### src/sv/pid_pkg.sv
`timescale 1ns / 1ps
// ----------------------------------------------------------------------------
// pid_pkg: shared types and constants for the PID regulator step
// Register indexes, reset values, sequencer codes and the request/response
// structs of the serial multiply/divide unit.
// ----------------------------------------------------------------------------
package pid_pkg;

	localparam int DATA_W    = 32;
	localparam int CFG_IDX_W = 3;
	localparam int OPND_W    = 34;
	localparam int MAG_W     = 32;
	localparam int FRAC_W    = 16;
	localparam int QUO_W     = MAG_W + FRAC_W;
	localparam int CNT_W     = 6;

	localparam logic [CNT_W-1:0] MUL_STEPS = CNT_W'(MAG_W);
	localparam logic [CNT_W-1:0] DIV_STEPS = CNT_W'(QUO_W);

	localparam logic [CFG_IDX_W-1:0] CFG_GAIN_P  = 3'd0;
	localparam logic [CFG_IDX_W-1:0] CFG_GAIN_I  = 3'd1;
	localparam logic [CFG_IDX_W-1:0] CFG_GAIN_D  = 3'd2;
	localparam logic [CFG_IDX_W-1:0] CFG_OUT_MIN = 3'd3;
	localparam logic [CFG_IDX_W-1:0] CFG_OUT_MAX = 3'd4;

	localparam logic signed [DATA_W-1:0] S32_MAX = 32'sh7FFF_FFFF;
	localparam logic signed [DATA_W-1:0] S32_MIN = 32'sh8000_0000;

	localparam logic signed [DATA_W-1:0] GAIN_P_RST  = 32'sd65536;
	localparam logic signed [DATA_W-1:0] GAIN_I_RST  = 32'sd6554;
	localparam logic signed [DATA_W-1:0] GAIN_D_RST  = 32'sd3277;
	localparam logic signed [DATA_W-1:0] OUT_MIN_RST = S32_MIN;
	localparam logic signed [DATA_W-1:0] OUT_MAX_RST = S32_MAX;

	typedef enum logic [2:0] {
		ST_IDLE,
		ST_LAUNCH,
		ST_WAIT,
		ST_INTEG,
		ST_CLAMP,
		ST_SUM
	} state_t;

	typedef enum logic [2:0] {
		JOB_ERRDT,
		JOB_BND0,
		JOB_BND1,
		JOB_DERIV,
		JOB_TP,
		JOB_TI,
		JOB_TD
	} job_t;

	typedef enum logic {
		OP_MUL,
		OP_DIV
	} op_t;

	typedef struct packed {
		logic                     start;
		op_t                      op;
		logic signed [OPND_W-1:0] a;
		logic signed [OPND_W-1:0] b;
	} md_req_t;

	typedef struct packed {
		logic                     done;
		logic signed [DATA_W-1:0] value;
	} md_rsp_t;

endpackage

### src/sv/pid_muldiv.sv
`timescale 1ns / 1ps
// ----------------------------------------------------------------------------
// pid_muldiv: bit-serial Q16.16 multiply / divide unit
// Sign-magnitude shift-add multiply (one multiplier bit per cycle, floor
// after the 16-bit shift) and restoring divide (one quotient bit per cycle,
// dividend scaled by 2^16, truncated toward zero). Result saturates to 32 bits.
// ----------------------------------------------------------------------------
module pid_muldiv (
	input  logic             clk,
	input  logic             arst_n,
	input  pid_pkg::md_req_t req,
	output pid_pkg::md_rsp_t rsp
);
	import pid_pkg::*;

	logic                     busy_q;
	logic                     fin_q;
	logic                     done_q;
	op_t                      op_q;
	logic                     neg_q;
	logic [CNT_W-1:0]         cnt_q;
	logic [2*MAG_W-1:0]       work_q;
	logic [MAG_W-1:0]         rem_q;
	logic [MAG_W-1:0]         opnd_q;
	logic signed [DATA_W-1:0] result_q;

	logic [MAG_W:0]   mul_sum;
	logic [MAG_W:0]   div_trial;
	logic [MAG_W+1:0] div_diff;
	logic             div_ge;
	logic [QUO_W-1:0] mag;
	logic signed [DATA_W-1:0] sat_val;

	function automatic logic [MAG_W-1:0] mag32(input logic signed [OPND_W-1:0] v);
		logic [OPND_W-1:0] m;
		m = v[OPND_W-1] ? OPND_W'(-v) : OPND_W'(v);
		return m[MAG_W-1:0];
	endfunction

	always_comb begin
		mul_sum   = {1'b0, work_q[2*MAG_W-1:MAG_W]} + (work_q[0] ? {1'b0, opnd_q} : '0);
		div_trial = {rem_q, work_q[QUO_W-1]};
		div_diff  = {1'b0, div_trial} - {2'b0, opnd_q};
		div_ge    = !div_diff[MAG_W+1];
		// negative product: floor of -P/2^16 is -(ceil of P/2^16)
		if (op_q == OP_MUL) begin
			mag = work_q[2*MAG_W-1:FRAC_W] + QUO_W'(neg_q && (|work_q[FRAC_W-1:0]));
		end else begin
			mag = work_q[QUO_W-1:0];
		end
		if (neg_q) begin
			if (mag > QUO_W'({1'b1, {(DATA_W-1){1'b0}}})) begin
				sat_val = S32_MIN;
			end else begin
				sat_val = DATA_W'(~mag[DATA_W-1:0] + 1'b1);
			end
		end else begin
			if (mag > QUO_W'(S32_MAX)) begin
				sat_val = S32_MAX;
			end else begin
				sat_val = mag[DATA_W-1:0];
			end
		end
	end

	always_ff @(posedge clk or negedge arst_n) begin
		if (!arst_n) begin
			busy_q <= 1'b0;
			fin_q  <= 1'b0;
			done_q <= 1'b0;
			cnt_q  <= '0;
		end else begin
			done_q <= fin_q;
			fin_q  <= 1'b0;
			if (req.start) begin
				busy_q <= 1'b1;
				cnt_q  <= (req.op == OP_MUL) ? MUL_STEPS : DIV_STEPS;
			end else if (busy_q) begin
				cnt_q <= cnt_q - 1'b1;
				if (cnt_q == CNT_W'(1)) begin
					busy_q <= 1'b0;
					fin_q  <= 1'b1;
				end
			end
		end
	end

	always_ff @(posedge clk) begin
		if (req.start) begin
			op_q   <= req.op;
			neg_q  <= req.a[OPND_W-1] ^ req.b[OPND_W-1];
			opnd_q <= (req.op == OP_MUL) ? mag32(req.a) : mag32(req.b);
			rem_q  <= '0;
			if (req.op == OP_MUL) begin
				work_q <= {{MAG_W{1'b0}}, mag32(req.b)};
			end else begin
				work_q <= {{(2*MAG_W-QUO_W){1'b0}}, mag32(req.a), {FRAC_W{1'b0}}};
			end
		end else if (busy_q) begin
			if (op_q == OP_MUL) begin
				work_q <= {mul_sum, work_q[MAG_W-1:1]};
			end else begin
				rem_q  <= div_ge ? div_diff[MAG_W-1:0] : div_trial[MAG_W-1:0];
				work_q <= {work_q[2*MAG_W-1:QUO_W], work_q[QUO_W-2:0], div_ge};
			end
		end
		if (fin_q) begin
			result_q <= sat_val;
		end
	end

	assign rsp.done  = done_q;
	assign rsp.value = result_q;

endmodule

### src/sv/pid_controller_step_top.sv
`timescale 1ns / 1ps
// ----------------------------------------------------------------------------
// pid_controller_step_top: Q16.16 PID regulator step with integral clamp
// Sequencer around one shared bit-serial multiply/divide unit.
// ----------------------------------------------------------------------------
// One request is worked on at a time. A clear request or a request with zero
// step_time gives its result in the cycle after it is taken. A control step runs
// five serial operations through the shared multiply/divide unit, or seven when
// gain_i is nonzero, since the two integral bounds then cost two extra divides.
// A finished result waits in the output register and the next request is
// accepted as soon as that register can take it. Configuration is to be written
// by the user only while no request is in flight; the block itself does not
// check this.
// ----------------------------------------------------------------------------
module pid_controller_step_top (
	input  logic                                clk,
	input  logic                                arst_n,
	input  logic                                cfg_en,
	input  logic [pid_pkg::CFG_IDX_W-1:0]       cfg_index,
	input  logic [pid_pkg::DATA_W-1:0]          cfg_data,
	input  logic                                in_valid,
	output logic                                in_stall,
	input  logic                                action,
	input  logic signed [pid_pkg::DATA_W-1:0]   target,
	input  logic signed [pid_pkg::DATA_W-1:0]   measured,
	input  logic [pid_pkg::DATA_W-1:0]          step_time,
	output logic                                out_valid,
	input  logic                                out_stall,
	output logic signed [pid_pkg::DATA_W-1:0]   drive
);
	import pid_pkg::*;

	logic signed [DATA_W-1:0] gain_p_q, gain_i_q, gain_d_q, out_min_q, out_max_q;
	state_t state_q, state_d;
	job_t   job_q, job_d;

	logic signed [DATA_W-1:0] err_q, acc_q, last_q, integ_q, b0_q, b1_q, deriv_q;
	logic [DATA_W-1:0]        dt_q;
	logic signed [DATA_W+1:0] sum_q;
	logic                     out_valid_q;
	logic signed [DATA_W-1:0] drive_q;

	md_req_t md_req;
	md_rsp_t md_rsp;

	logic                     in_take, out_free;
	logic signed [DATA_W:0]   err_wide, integ_wide;
	logic signed [DATA_W-1:0] err_sat, integ_sat, bnd_lo, bnd_hi, integ_clamped;
	logic signed [DATA_W+1:0] sum_next, lo_w, hi_w;
	logic signed [DATA_W-1:0] sum_clamped;
	logic signed [DATA_W:0]   err_delta;

	function automatic logic signed [DATA_W-1:0] sat33(input logic signed [DATA_W:0] v);
		if (v[DATA_W] != v[DATA_W-1]) begin
			return v[DATA_W] ? S32_MIN : S32_MAX;
		end
		return v[DATA_W-1:0];
	endfunction

	pid_muldiv u_muldiv (
		.clk    (clk),
		.arst_n (arst_n),
		.req    (md_req),
		.rsp    (md_rsp)
	);

	assign out_free = !out_valid_q || !out_stall;
	assign in_take  = in_valid && !in_stall;

	// next state
	always_comb begin
		state_d = state_q;
		job_d   = job_q;
		case (state_q)
			ST_IDLE: begin
				if (in_take && !action && (step_time != '0)) begin
					state_d = ST_LAUNCH;
					job_d   = JOB_ERRDT;
				end
			end
			ST_LAUNCH: state_d = ST_WAIT;
			ST_WAIT: begin
				if (md_rsp.done) begin
					case (job_q)
						JOB_ERRDT: state_d = ST_INTEG;
						JOB_BND0: begin
							state_d = ST_LAUNCH;
							job_d   = JOB_BND1;
						end
						JOB_BND1: state_d = ST_CLAMP;
						JOB_DERIV: begin
							state_d = ST_LAUNCH;
							job_d   = JOB_TP;
						end
						JOB_TP: begin
							state_d = ST_LAUNCH;
							job_d   = JOB_TI;
						end
						JOB_TI: begin
							state_d = ST_LAUNCH;
							job_d   = JOB_TD;
						end
						JOB_TD: state_d = ST_SUM;
						default: state_d = ST_IDLE;
					endcase
				end
			end
			ST_INTEG: begin
				state_d = ST_LAUNCH;
				job_d   = (gain_i_q != '0) ? JOB_BND0 : JOB_DERIV;
			end
			ST_CLAMP: begin
				state_d = ST_LAUNCH;
				job_d   = JOB_DERIV;
			end
			ST_SUM: begin
				if (out_free) begin
					state_d = ST_IDLE;
				end
			end
			default: state_d = ST_IDLE;
		endcase
	end

	// outputs and datapath
	always_comb begin
		in_stall   = (state_q != ST_IDLE) || !out_free;
		err_wide   = DATA_W'(0) + ((DATA_W+1)'(target) - (DATA_W+1)'(measured));
		err_sat    = sat33(err_wide);
		err_delta  = (DATA_W+1)'(err_q) - (DATA_W+1)'(last_q);
		integ_wide = (DATA_W+1)'(acc_q) + (DATA_W+1)'(integ_q);
		integ_sat  = sat33(integ_wide);

		bnd_lo = (b0_q < b1_q) ? b0_q : b1_q;
		bnd_hi = (b0_q < b1_q) ? b1_q : b0_q;
		integ_clamped = integ_q;
		if (integ_clamped < bnd_lo) integ_clamped = bnd_lo;
		if (integ_clamped > bnd_hi) integ_clamped = bnd_hi;

		sum_next = sum_q + (DATA_W+2)'(md_rsp.value);
		lo_w     = (DATA_W+2)'(out_min_q);
		hi_w     = (DATA_W+2)'(out_max_q);
		// raise to out_min first, then out_max wins when limits cross
		if (sum_q < lo_w) begin
			sum_clamped = (out_min_q > out_max_q) ? out_max_q : out_min_q;
		end else if (sum_q > hi_w) begin
			sum_clamped = out_max_q;
		end else begin
			sum_clamped = sum_q[DATA_W-1:0];
		end

		md_req.start = (state_q == ST_LAUNCH);
		md_req.op    = OP_MUL;
		md_req.a     = '0;
		md_req.b     = '0;
		case (job_q)
			JOB_ERRDT: begin
				md_req.a = OPND_W'(err_q);
				md_req.b = OPND_W'({1'b0, dt_q});
			end
			JOB_BND0: begin
				md_req.op = OP_DIV;
				md_req.a  = OPND_W'(out_min_q);
				md_req.b  = OPND_W'(gain_i_q);
			end
			JOB_BND1: begin
				md_req.op = OP_DIV;
				md_req.a  = OPND_W'(out_max_q);
				md_req.b  = OPND_W'(gain_i_q);
			end
			JOB_DERIV: begin
				md_req.op = OP_DIV;
				md_req.a  = OPND_W'(err_delta);
				md_req.b  = OPND_W'({1'b0, dt_q});
			end
			JOB_TP: begin
				md_req.a = OPND_W'(gain_p_q);
				md_req.b = OPND_W'(err_q);
			end
			JOB_TI: begin
				md_req.a = OPND_W'(gain_i_q);
				md_req.b = OPND_W'(integ_q);
			end
			JOB_TD: begin
				md_req.a = OPND_W'(gain_d_q);
				md_req.b = OPND_W'(deriv_q);
			end
			default: begin
				md_req.a = '0;
				md_req.b = '0;
			end
		endcase
	end

	always_ff @(posedge clk or negedge arst_n) begin
		if (!arst_n) begin
			state_q     <= ST_IDLE;
			job_q       <= JOB_ERRDT;
			gain_p_q    <= GAIN_P_RST;
			gain_i_q    <= GAIN_I_RST;
			gain_d_q    <= GAIN_D_RST;
			out_min_q   <= OUT_MIN_RST;
			out_max_q   <= OUT_MAX_RST;
			acc_q       <= '0;
			last_q      <= '0;
			out_valid_q <= 1'b0;
		end else begin
			state_q <= state_d;
			job_q   <= job_d;
			if (cfg_en) begin
				case (cfg_index)
					CFG_GAIN_P:  gain_p_q  <= cfg_data;
					CFG_GAIN_I:  gain_i_q  <= cfg_data;
					CFG_GAIN_D:  gain_d_q  <= cfg_data;
					CFG_OUT_MIN: out_min_q <= cfg_data;
					CFG_OUT_MAX: out_max_q <= cfg_data;
					default: ;
				endcase
			end
			if ((in_take && (action || (step_time == '0)))
			    || ((state_q == ST_SUM) && out_free)) begin
				out_valid_q <= 1'b1;
			end else if (out_valid_q && !out_stall) begin
				out_valid_q <= 1'b0;
			end
			if (in_take && action) begin
				acc_q  <= '0;
				last_q <= '0;
			end
			if ((state_q == ST_SUM) && out_free) begin
				acc_q  <= integ_q;
				last_q <= err_q;
			end
		end
	end

	always_ff @(posedge clk) begin
		if (in_take) begin
			err_q   <= err_sat;
			dt_q    <= step_time;
			drive_q <= '0;
		end
		if ((state_q == ST_WAIT) && md_rsp.done) begin
			case (job_q)
				JOB_ERRDT: integ_q <= md_rsp.value;
				JOB_BND0:  b0_q    <= md_rsp.value;
				JOB_BND1:  b1_q    <= md_rsp.value;
				JOB_DERIV: deriv_q <= md_rsp.value;
				JOB_TP:    sum_q   <= (DATA_W+2)'(md_rsp.value);
				JOB_TI:    sum_q   <= sum_next;
				JOB_TD:    sum_q   <= sum_next;
				default: ;
			endcase
		end
		if (state_q == ST_INTEG) begin
			integ_q <= integ_sat;
		end
		if (state_q == ST_CLAMP) begin
			integ_q <= integ_clamped;
		end
		if ((state_q == ST_SUM) && out_free) begin
			drive_q <= sum_clamped;
		end
	end

	assign out_valid = out_valid_q;
	assign drive     = drive_q;

	// unit answers only while the sequencer waits for it
	a_done_in_wait: assert property (@(posedge clk) disable iff (!arst_n)
		md_rsp.done |-> (state_q == ST_WAIT))
		else $error("muldiv done outside wait state");

	a_step_launches: assert property (@(posedge clk) disable iff (!arst_n)
		(in_valid && !in_stall && !action && (step_time != '0))
		|=> (state_q == ST_LAUNCH) && (job_q == JOB_ERRDT))
		else $error("control step did not start the sequence");

	a_clear_result: assert property (@(posedge clk) disable iff (!arst_n)
		(in_valid && !in_stall && action)
		|=> (acc_q == '0) && (last_q == '0) && out_valid_q && (drive_q == '0))
		else $error("clear request did not zero state and give 0");

	a_result_one_cycle_later: assert property (@(posedge clk) disable iff (!arst_n)
		((state_q == ST_SUM) && out_free) |=> out_valid_q && (state_q == ST_IDLE))
		else $error("finished step did not load the output register");

endmodule
### config.mk
export PLATFORM = sky130hd
export DESIGN_NAME = pid_controller_step_top
export DESIGN_NICKNAME = d
export VERILOG_FILES = /design/src/sv/pid_pkg.sv /design/src/sv/pid_muldiv.sv /design/src/sv/pid_controller_step_top.sv
export SDC_FILE = /design/constraint.sdc
export NUM_CORES = 2
export LEC_CHECK = 0
export ABC_CLOCK_PERIOD_IN_PS = 15000
export BUFFER_PORTS_ARGS = -buffer_cell sky130_fd_sc_hd__buf_4
export CAP_MARGIN = 5
export CORE_MARGIN = 1.5
export CORE_UTILIZATION = 69
export CTS_CLUSTER_DIAMETER = 50
export DETAILED_ROUTE_END_ITERATION = 8
export PLACE_DENSITY_LB_ADDON = 0.15
export RECOVER_POWER = 100
export SLEW_MARGIN = 20
export SYNTH_ARGS = -nofsm -noshare
export SYNTH_HDL_FRONTEND = slang
export SYNTH_SLANG_ARGS = --single-unit
### constraint.sdc
create_clock -name clk -period 15 [get_ports clk]
set_input_delay 3 -clock clk [delete_from_list [all_inputs] [get_ports clk]]
set_output_delay 3 -clock clk [all_outputs]
set_load 0.005 [all_outputs]
After elaboration in Yosys (flattened, before gate mapping)
Index checks and enable logic that the tools add are counted.

operators by class
  equal/unequal tests = 23
  order comparisons = 8
  bitwise operators = 2
  $add $sub $neg = 11
  mux-type cells = 61
  reduce and logical (&&, ||, !) cells = 53

operators with widths
  cell                   number
  $mux 32                30
  $pmux 68 s7            1
  $mux 64                3
  $mux 48                2
  $pmux 34 s2            1
  $sub 32x32->33         2
  $gt 32x32->1           2
  $lt 32x32->1           2
  $neg 32->32            2
  $reduce_bool 32->1     2
  $add 48x1->48          1
  $gt 48x31->1 const B   1
  $gt 48x32->1 const B   1
  $pmux 3 s4             3
  $add 34x32->34         1
  $gt 34x32->1           1
  $lt 34x32->1           1
  $sub 33x32->34         1
  $add 32x32->33         1
  $add 32x33->33         1
  $add 32x1->32 const B  1
  $logic_not 32->1       1
  $not 32->32            1
  $reduce_and 2->1       12
  other kinds (29)       84

word-level totals
  output and inout bits = 34
  bits in registers = 660
  input bits = 137
  logic and storage cells = 187

Longest topological paths before layout
  depth after elaboration = 10
  gate-level depth with buffers = 40

Cells and area by module
A second synthesis with hierarchy kept.

second synthesis, totals
  cell total of the unflattened synthesis = 5,473
  area, all modules = 50,569.8 um2

modules (own cells, without submodules)
  module                   instances  sequential area each (um2)  area an instance (um2)  cells each
  pid_controller_step_top  1          13,586.8                    35,270.1                3,678
  pid_muldiv               1          4,769.6                     15,299.7                1,795

Worst setup path before layout
No wires, ideal clock.

  path kind = reg-to-reg
  from = register b0_q[7]
  to = register integ_q[11] (data pin)
  buffers on the path = 6
  library setup time = 278 ps
  period minus slack after synthesis = 8,538 ps
  slack = 6,462 ps
  data arrival time = 8,260 ps
  cell stages (with the launch flop) = 36
  cell sequence = edfxtp_1 ha_1 and2_1 a221oi_1 o21ai_0 a21oi_1 o211a_1 clkbuf_1 buf_1 a21oi_1 ha_1 a21o_1 a21o_1 a21o_1 a21o_1 a221oi_1 o22ai_1 or4_1 a211oi_1 a211o_1 clkbuf_1 clkbuf_1 mux2i_1 ha_1 nand2_1 or3_1 nor4_1 nand4_1 nand2_1 a31oi_1 or4_1 o32ai_1 nand2b_1 clkbuf_1 clkbuf_1 o221ai_1

on the way
  word-level cells in the longest chain between the ends = 7
  elaborated cells between the ends (all ways) = 8
  those cells by class = 3 x order compare; 5 x mux

ends and longest elaborated chain
  item                    line                                                            source
  from (decl)             pid_controller_step_top.sv:37                                   logic signed [DATA_W-1:0] err_q, acc_q, last_q, integ_q, b0_q, b1_q, deriv_q;
  from (signal assigned)  pid_controller_step_top.sv:246                                  JOB_BND0: b0_q <= md_rsp.value;
  $lt 32x32->1            pid_controller_step_top.sv:134, pid_controller_step_top.sv:135
  $mux 32                 pid_controller_step_top.sv:134                                  bnd_lo = (b0_q < b1_q) ? b0_q : b1_q;
  $lt 32x32->1            pid_controller_step_top.sv:137                                  if (integ_clamped < bnd_lo) integ_clamped = bnd_lo;
  $mux 32                 pid_controller_step_top.sv:137
  $gt 32x32->1            pid_controller_step_top.sv:138                                  if (integ_clamped > bnd_hi) integ_clamped = bnd_hi;
  $mux 32 *               pid_controller_step_top.sv:138
  $mux 32 *               pid_controller_step_top.sv:258                                  if (state_q == ST_CLAMP) begin
  to (signal assigned)    pid_controller_step_top.sv:245                                  JOB_ERRDT: integ_q <= md_rsp.value;
  to (signal assigned)    pid_controller_step_top.sv:256                                  integ_q <= integ_sat;
  to (signal assigned)    pid_controller_step_top.sv:259                                  integ_q <= integ_clamped;
  to (decl)               pid_controller_step_top.sv:37

Every way passes the cells marked *; elsewhere a longest branch is shown, timed or not.
A chain may end at the register's enable or synchronous reset.

Worst setup path in the final report
  from = register b0_q[2]
  to = register integ_q[12] (data pin)

Same word-level chain as after synthesis.

==> flow_summary.ini <==
[status]
status = complete, but fails checks
violations = DRC, capacitance limit, slew limit

[yosys]
synth_area_leaders = edfxtp_1, ha_1, dfrtp_1
ys_seq_area_frac = 0.378
ys_ff_latch = 660
synth_common_cells = nand2_1, a21oi_1, ha_1
synth_area_sq_mm = 0.0486
synth_edf_count = 388
synth_ff_type = edfxtp_1
yosys.area.top_type = edfxtp_1
async_flop_share = 0.364
synth_top_area_frac = 0.240
yosysMostFrequentCell = nand2_1
synth_nets = 5742
synth.distinct_cells = 102
avgSynthCellArea_sq_um = 9.34
yosys_warnings = 0
syn_inst = 5205

[place]
port_buffers = 170
gp_congestion = 1.03
dp_cells = 6132
pre_cts_slack_ps = 4990
dp_hpwl_microns = 122000

[layout]
finalCoreUtilization = 0.759
final_cells = 6297
syn_to_final_growth_pct = 9.09
drive_above_1_share = 0.111
fin_nets = 5815

[floorplanning]
rows = 97
core_sq_mm = 0.0699
die_w_microns = 268
start_util = 0.695
ioPinCount = 171
die_height_microns = 268
dieArea_sq_mm = 0.0721

[timing]
hold_viol = 0
tightest_slew_ps = 6210
max_slew_margin = -3.14
grt_setup_unrepaired = no
post-route-period-util = 0.788
finalMaxSlewViolations = 1339
clock-skew-final_ps = 20.6
setup_slack_ps = 3180
setup_violations = 0
fmax_mhz = 84.6
fin_setup_tns_ps = 0
period_minus_slack_ps = 11820

[cts]
postCtsSetupBuffers = 0
clk_pin_slew_ps = 60
cts_tree = done
insertion_delay_ps = 660
clockRootBuffer = clkbuf_16
cts-htree-levels = 3
cts_sinks = 660
clk_path_buf_depth = 3
ctsResizeCount = 0
cts_buffers = 83
hold_buffers = 0

[detailed_routing]
dr_total_vias = 44500
wl_per_cell_microns = 26.3
firstDrtPassIters = 9
drt-initial-drc-count = 6384
drc = 16
drt-total-wl_microns = 166000
viasPerCell = 7.06
ant_nets = 0

[critical_path]
critical_path.max_stage_delay_ps = 1500
required_ps = 15460
endpoint_kind = register
critical_path_class = register to register
path_common_cell = a21o_1
cp-start-kind = register
path_max_fanout = 67
critPathArrivalTime_ps = 12280
ff2ff_path_depth = 34
crit_slowest_cell = clkbuf_1

[pwr]
ir_worst_vdd_v = 0.000142
pwr_density_cell_mw_per_mm2 = 199
power_leakage_nw = 22.1

[global_routing]
antenna_found_initial = 12
grt_pass1_vias = 40600
track_usage = 0.453
grt_overflow = 0
grt_max_degree = 115
grt_pass1_wl_microns = 245000

[worst_hold_path]
min_path_type = register to register
whs_path_depth = 2

[run]
cap_viol_max_count = 29
[cell type report]
class | instances | area [sq um]
well taps | 940 | 1180
repair buffers | 248 | 1590
clock inverters | 46 | 379
clock buffers | 109 | 2300
multi-input cells | 3956 | 28000
diodes | 9 | 22.5
fillers | 5035 | 16900
flip-flops and latches | 660 | 18400
inverters | 329 | 1230
[kinds of logic (layout without fill, tap and decap cells)]
kind of cell,count (synthesis),count (layout),synth area share
AOI/OAI and AO/OA,1565,1565,0.212
and+or+nand+nor,1440,1440,0.146
DFF,660,660,0.378
buffers and inverters,589,732,0.0467
adders and majority gates,408,408,0.106
muxes,323,323,0.0725
xor gates and xnor gates,220,220,0.0396
other,0,9,0
[power by group]
part	switching [mW]	total (mW)	internal (mW)	leakage, nW
registers	0.601	3.13	2.53	6.86
logic	3.48	5.45	1.97	14.0
clock network	0.863	1.98	1.12	1.33
[layer usage]
metal  wire length [microns]  global-route usage  up-vias  share of wire
li1                        -                   -    19600              -
met1                   61600               0.586    21200           0.37
met2                   69500               0.660     2962           0.42
met3                   22100               0.145      652           0.13
met4                   12100               0.280       18          0.073
met5                     310              0.0176        -         0.0019
[through the flow]
step	area [sq um]	hold WS (ps)	power, mW
floorplan	48600	462	6.63
global placement	50800	479	8.21
detailed placement	50800	481	8.33
CTS	53500	492	10.3
global route	53000	510	11.1
finish	53000	498	10.6
[worst max-delay path: cells and delay by family, from the launching register on]
family / cells / cell delay (ps)
buffers and inverters: 3 / 2540
adder cells (fa/ha/maj): 3 / 1020
AND/OR/NAND/NOR: 9 / 2690
flip-flops: 1 / 420
multiplexers: 1 / 300
AO/OA/AOI/OAI: 18 / 4630
[worst paths after layout]
check | from | endpoint | slack (ps)
setup reg to reg | b0_q[2]$_DFFE_PP_ | integ_q[12]$_DFFE_PP_ | 3180
min in group asynchronous | arst_n | out_min_q[11]$_DFFE_PN0P_ | 4640
hold / removal | u_muldiv.rem_q[24]$_SDFFE_PP0P_ | u_muldiv.rem_q[25]$_SDFFE_PP0P_ | 500
max in group asynchronous | arst_n | job_q[2]$_DFFE_PN0P_ | 4550
setup / recovery | b0_q[2]$_DFFE_PP_ | integ_q[12]$_DFFE_PP_ | 3180
hold reg to reg | u_muldiv.rem_q[24]$_SDFFE_PP0P_ | u_muldiv.rem_q[25]$_SDFFE_PP0P_ | 500
[registers in the layout, summed over array words and instances (netlist names), 6 cells and up]
register	count
sum_q	34
dt_q	32
out_min_q	32
acc_q	32
gain_p_q	32
b0_q	32
gain_d_q	32
u_muldiv.opnd_q	32
deriv_q	32
b1_q	32
u_muldiv.cnt_q	6
u_muldiv.work_q	64
out_max_q	32
err_q	32
integ_q	32
u_muldiv.result_q	32
last_q	32
gain_i_q	32
drive	32
u_muldiv.rem_q	32
[cell usage in the layout, fill, tap and decap left out, types with 88 or more instances in the layout]
cell      instances
dfrtp_1         191
xnor2_1         121
nor3_1          136
buf_4           128
clkbuf_1         88
edfxtp_1        388
nand3_1          99
nand2_1         431
inv_1           327
xor2_1           98
mux2_2          161
ha_1            394
mux2i_1         151
a21o_1          149
a21oi_1         398
o21ai_0         370
nor2_1          309
No activity file was read; power rests on OpenSTA's default activity.
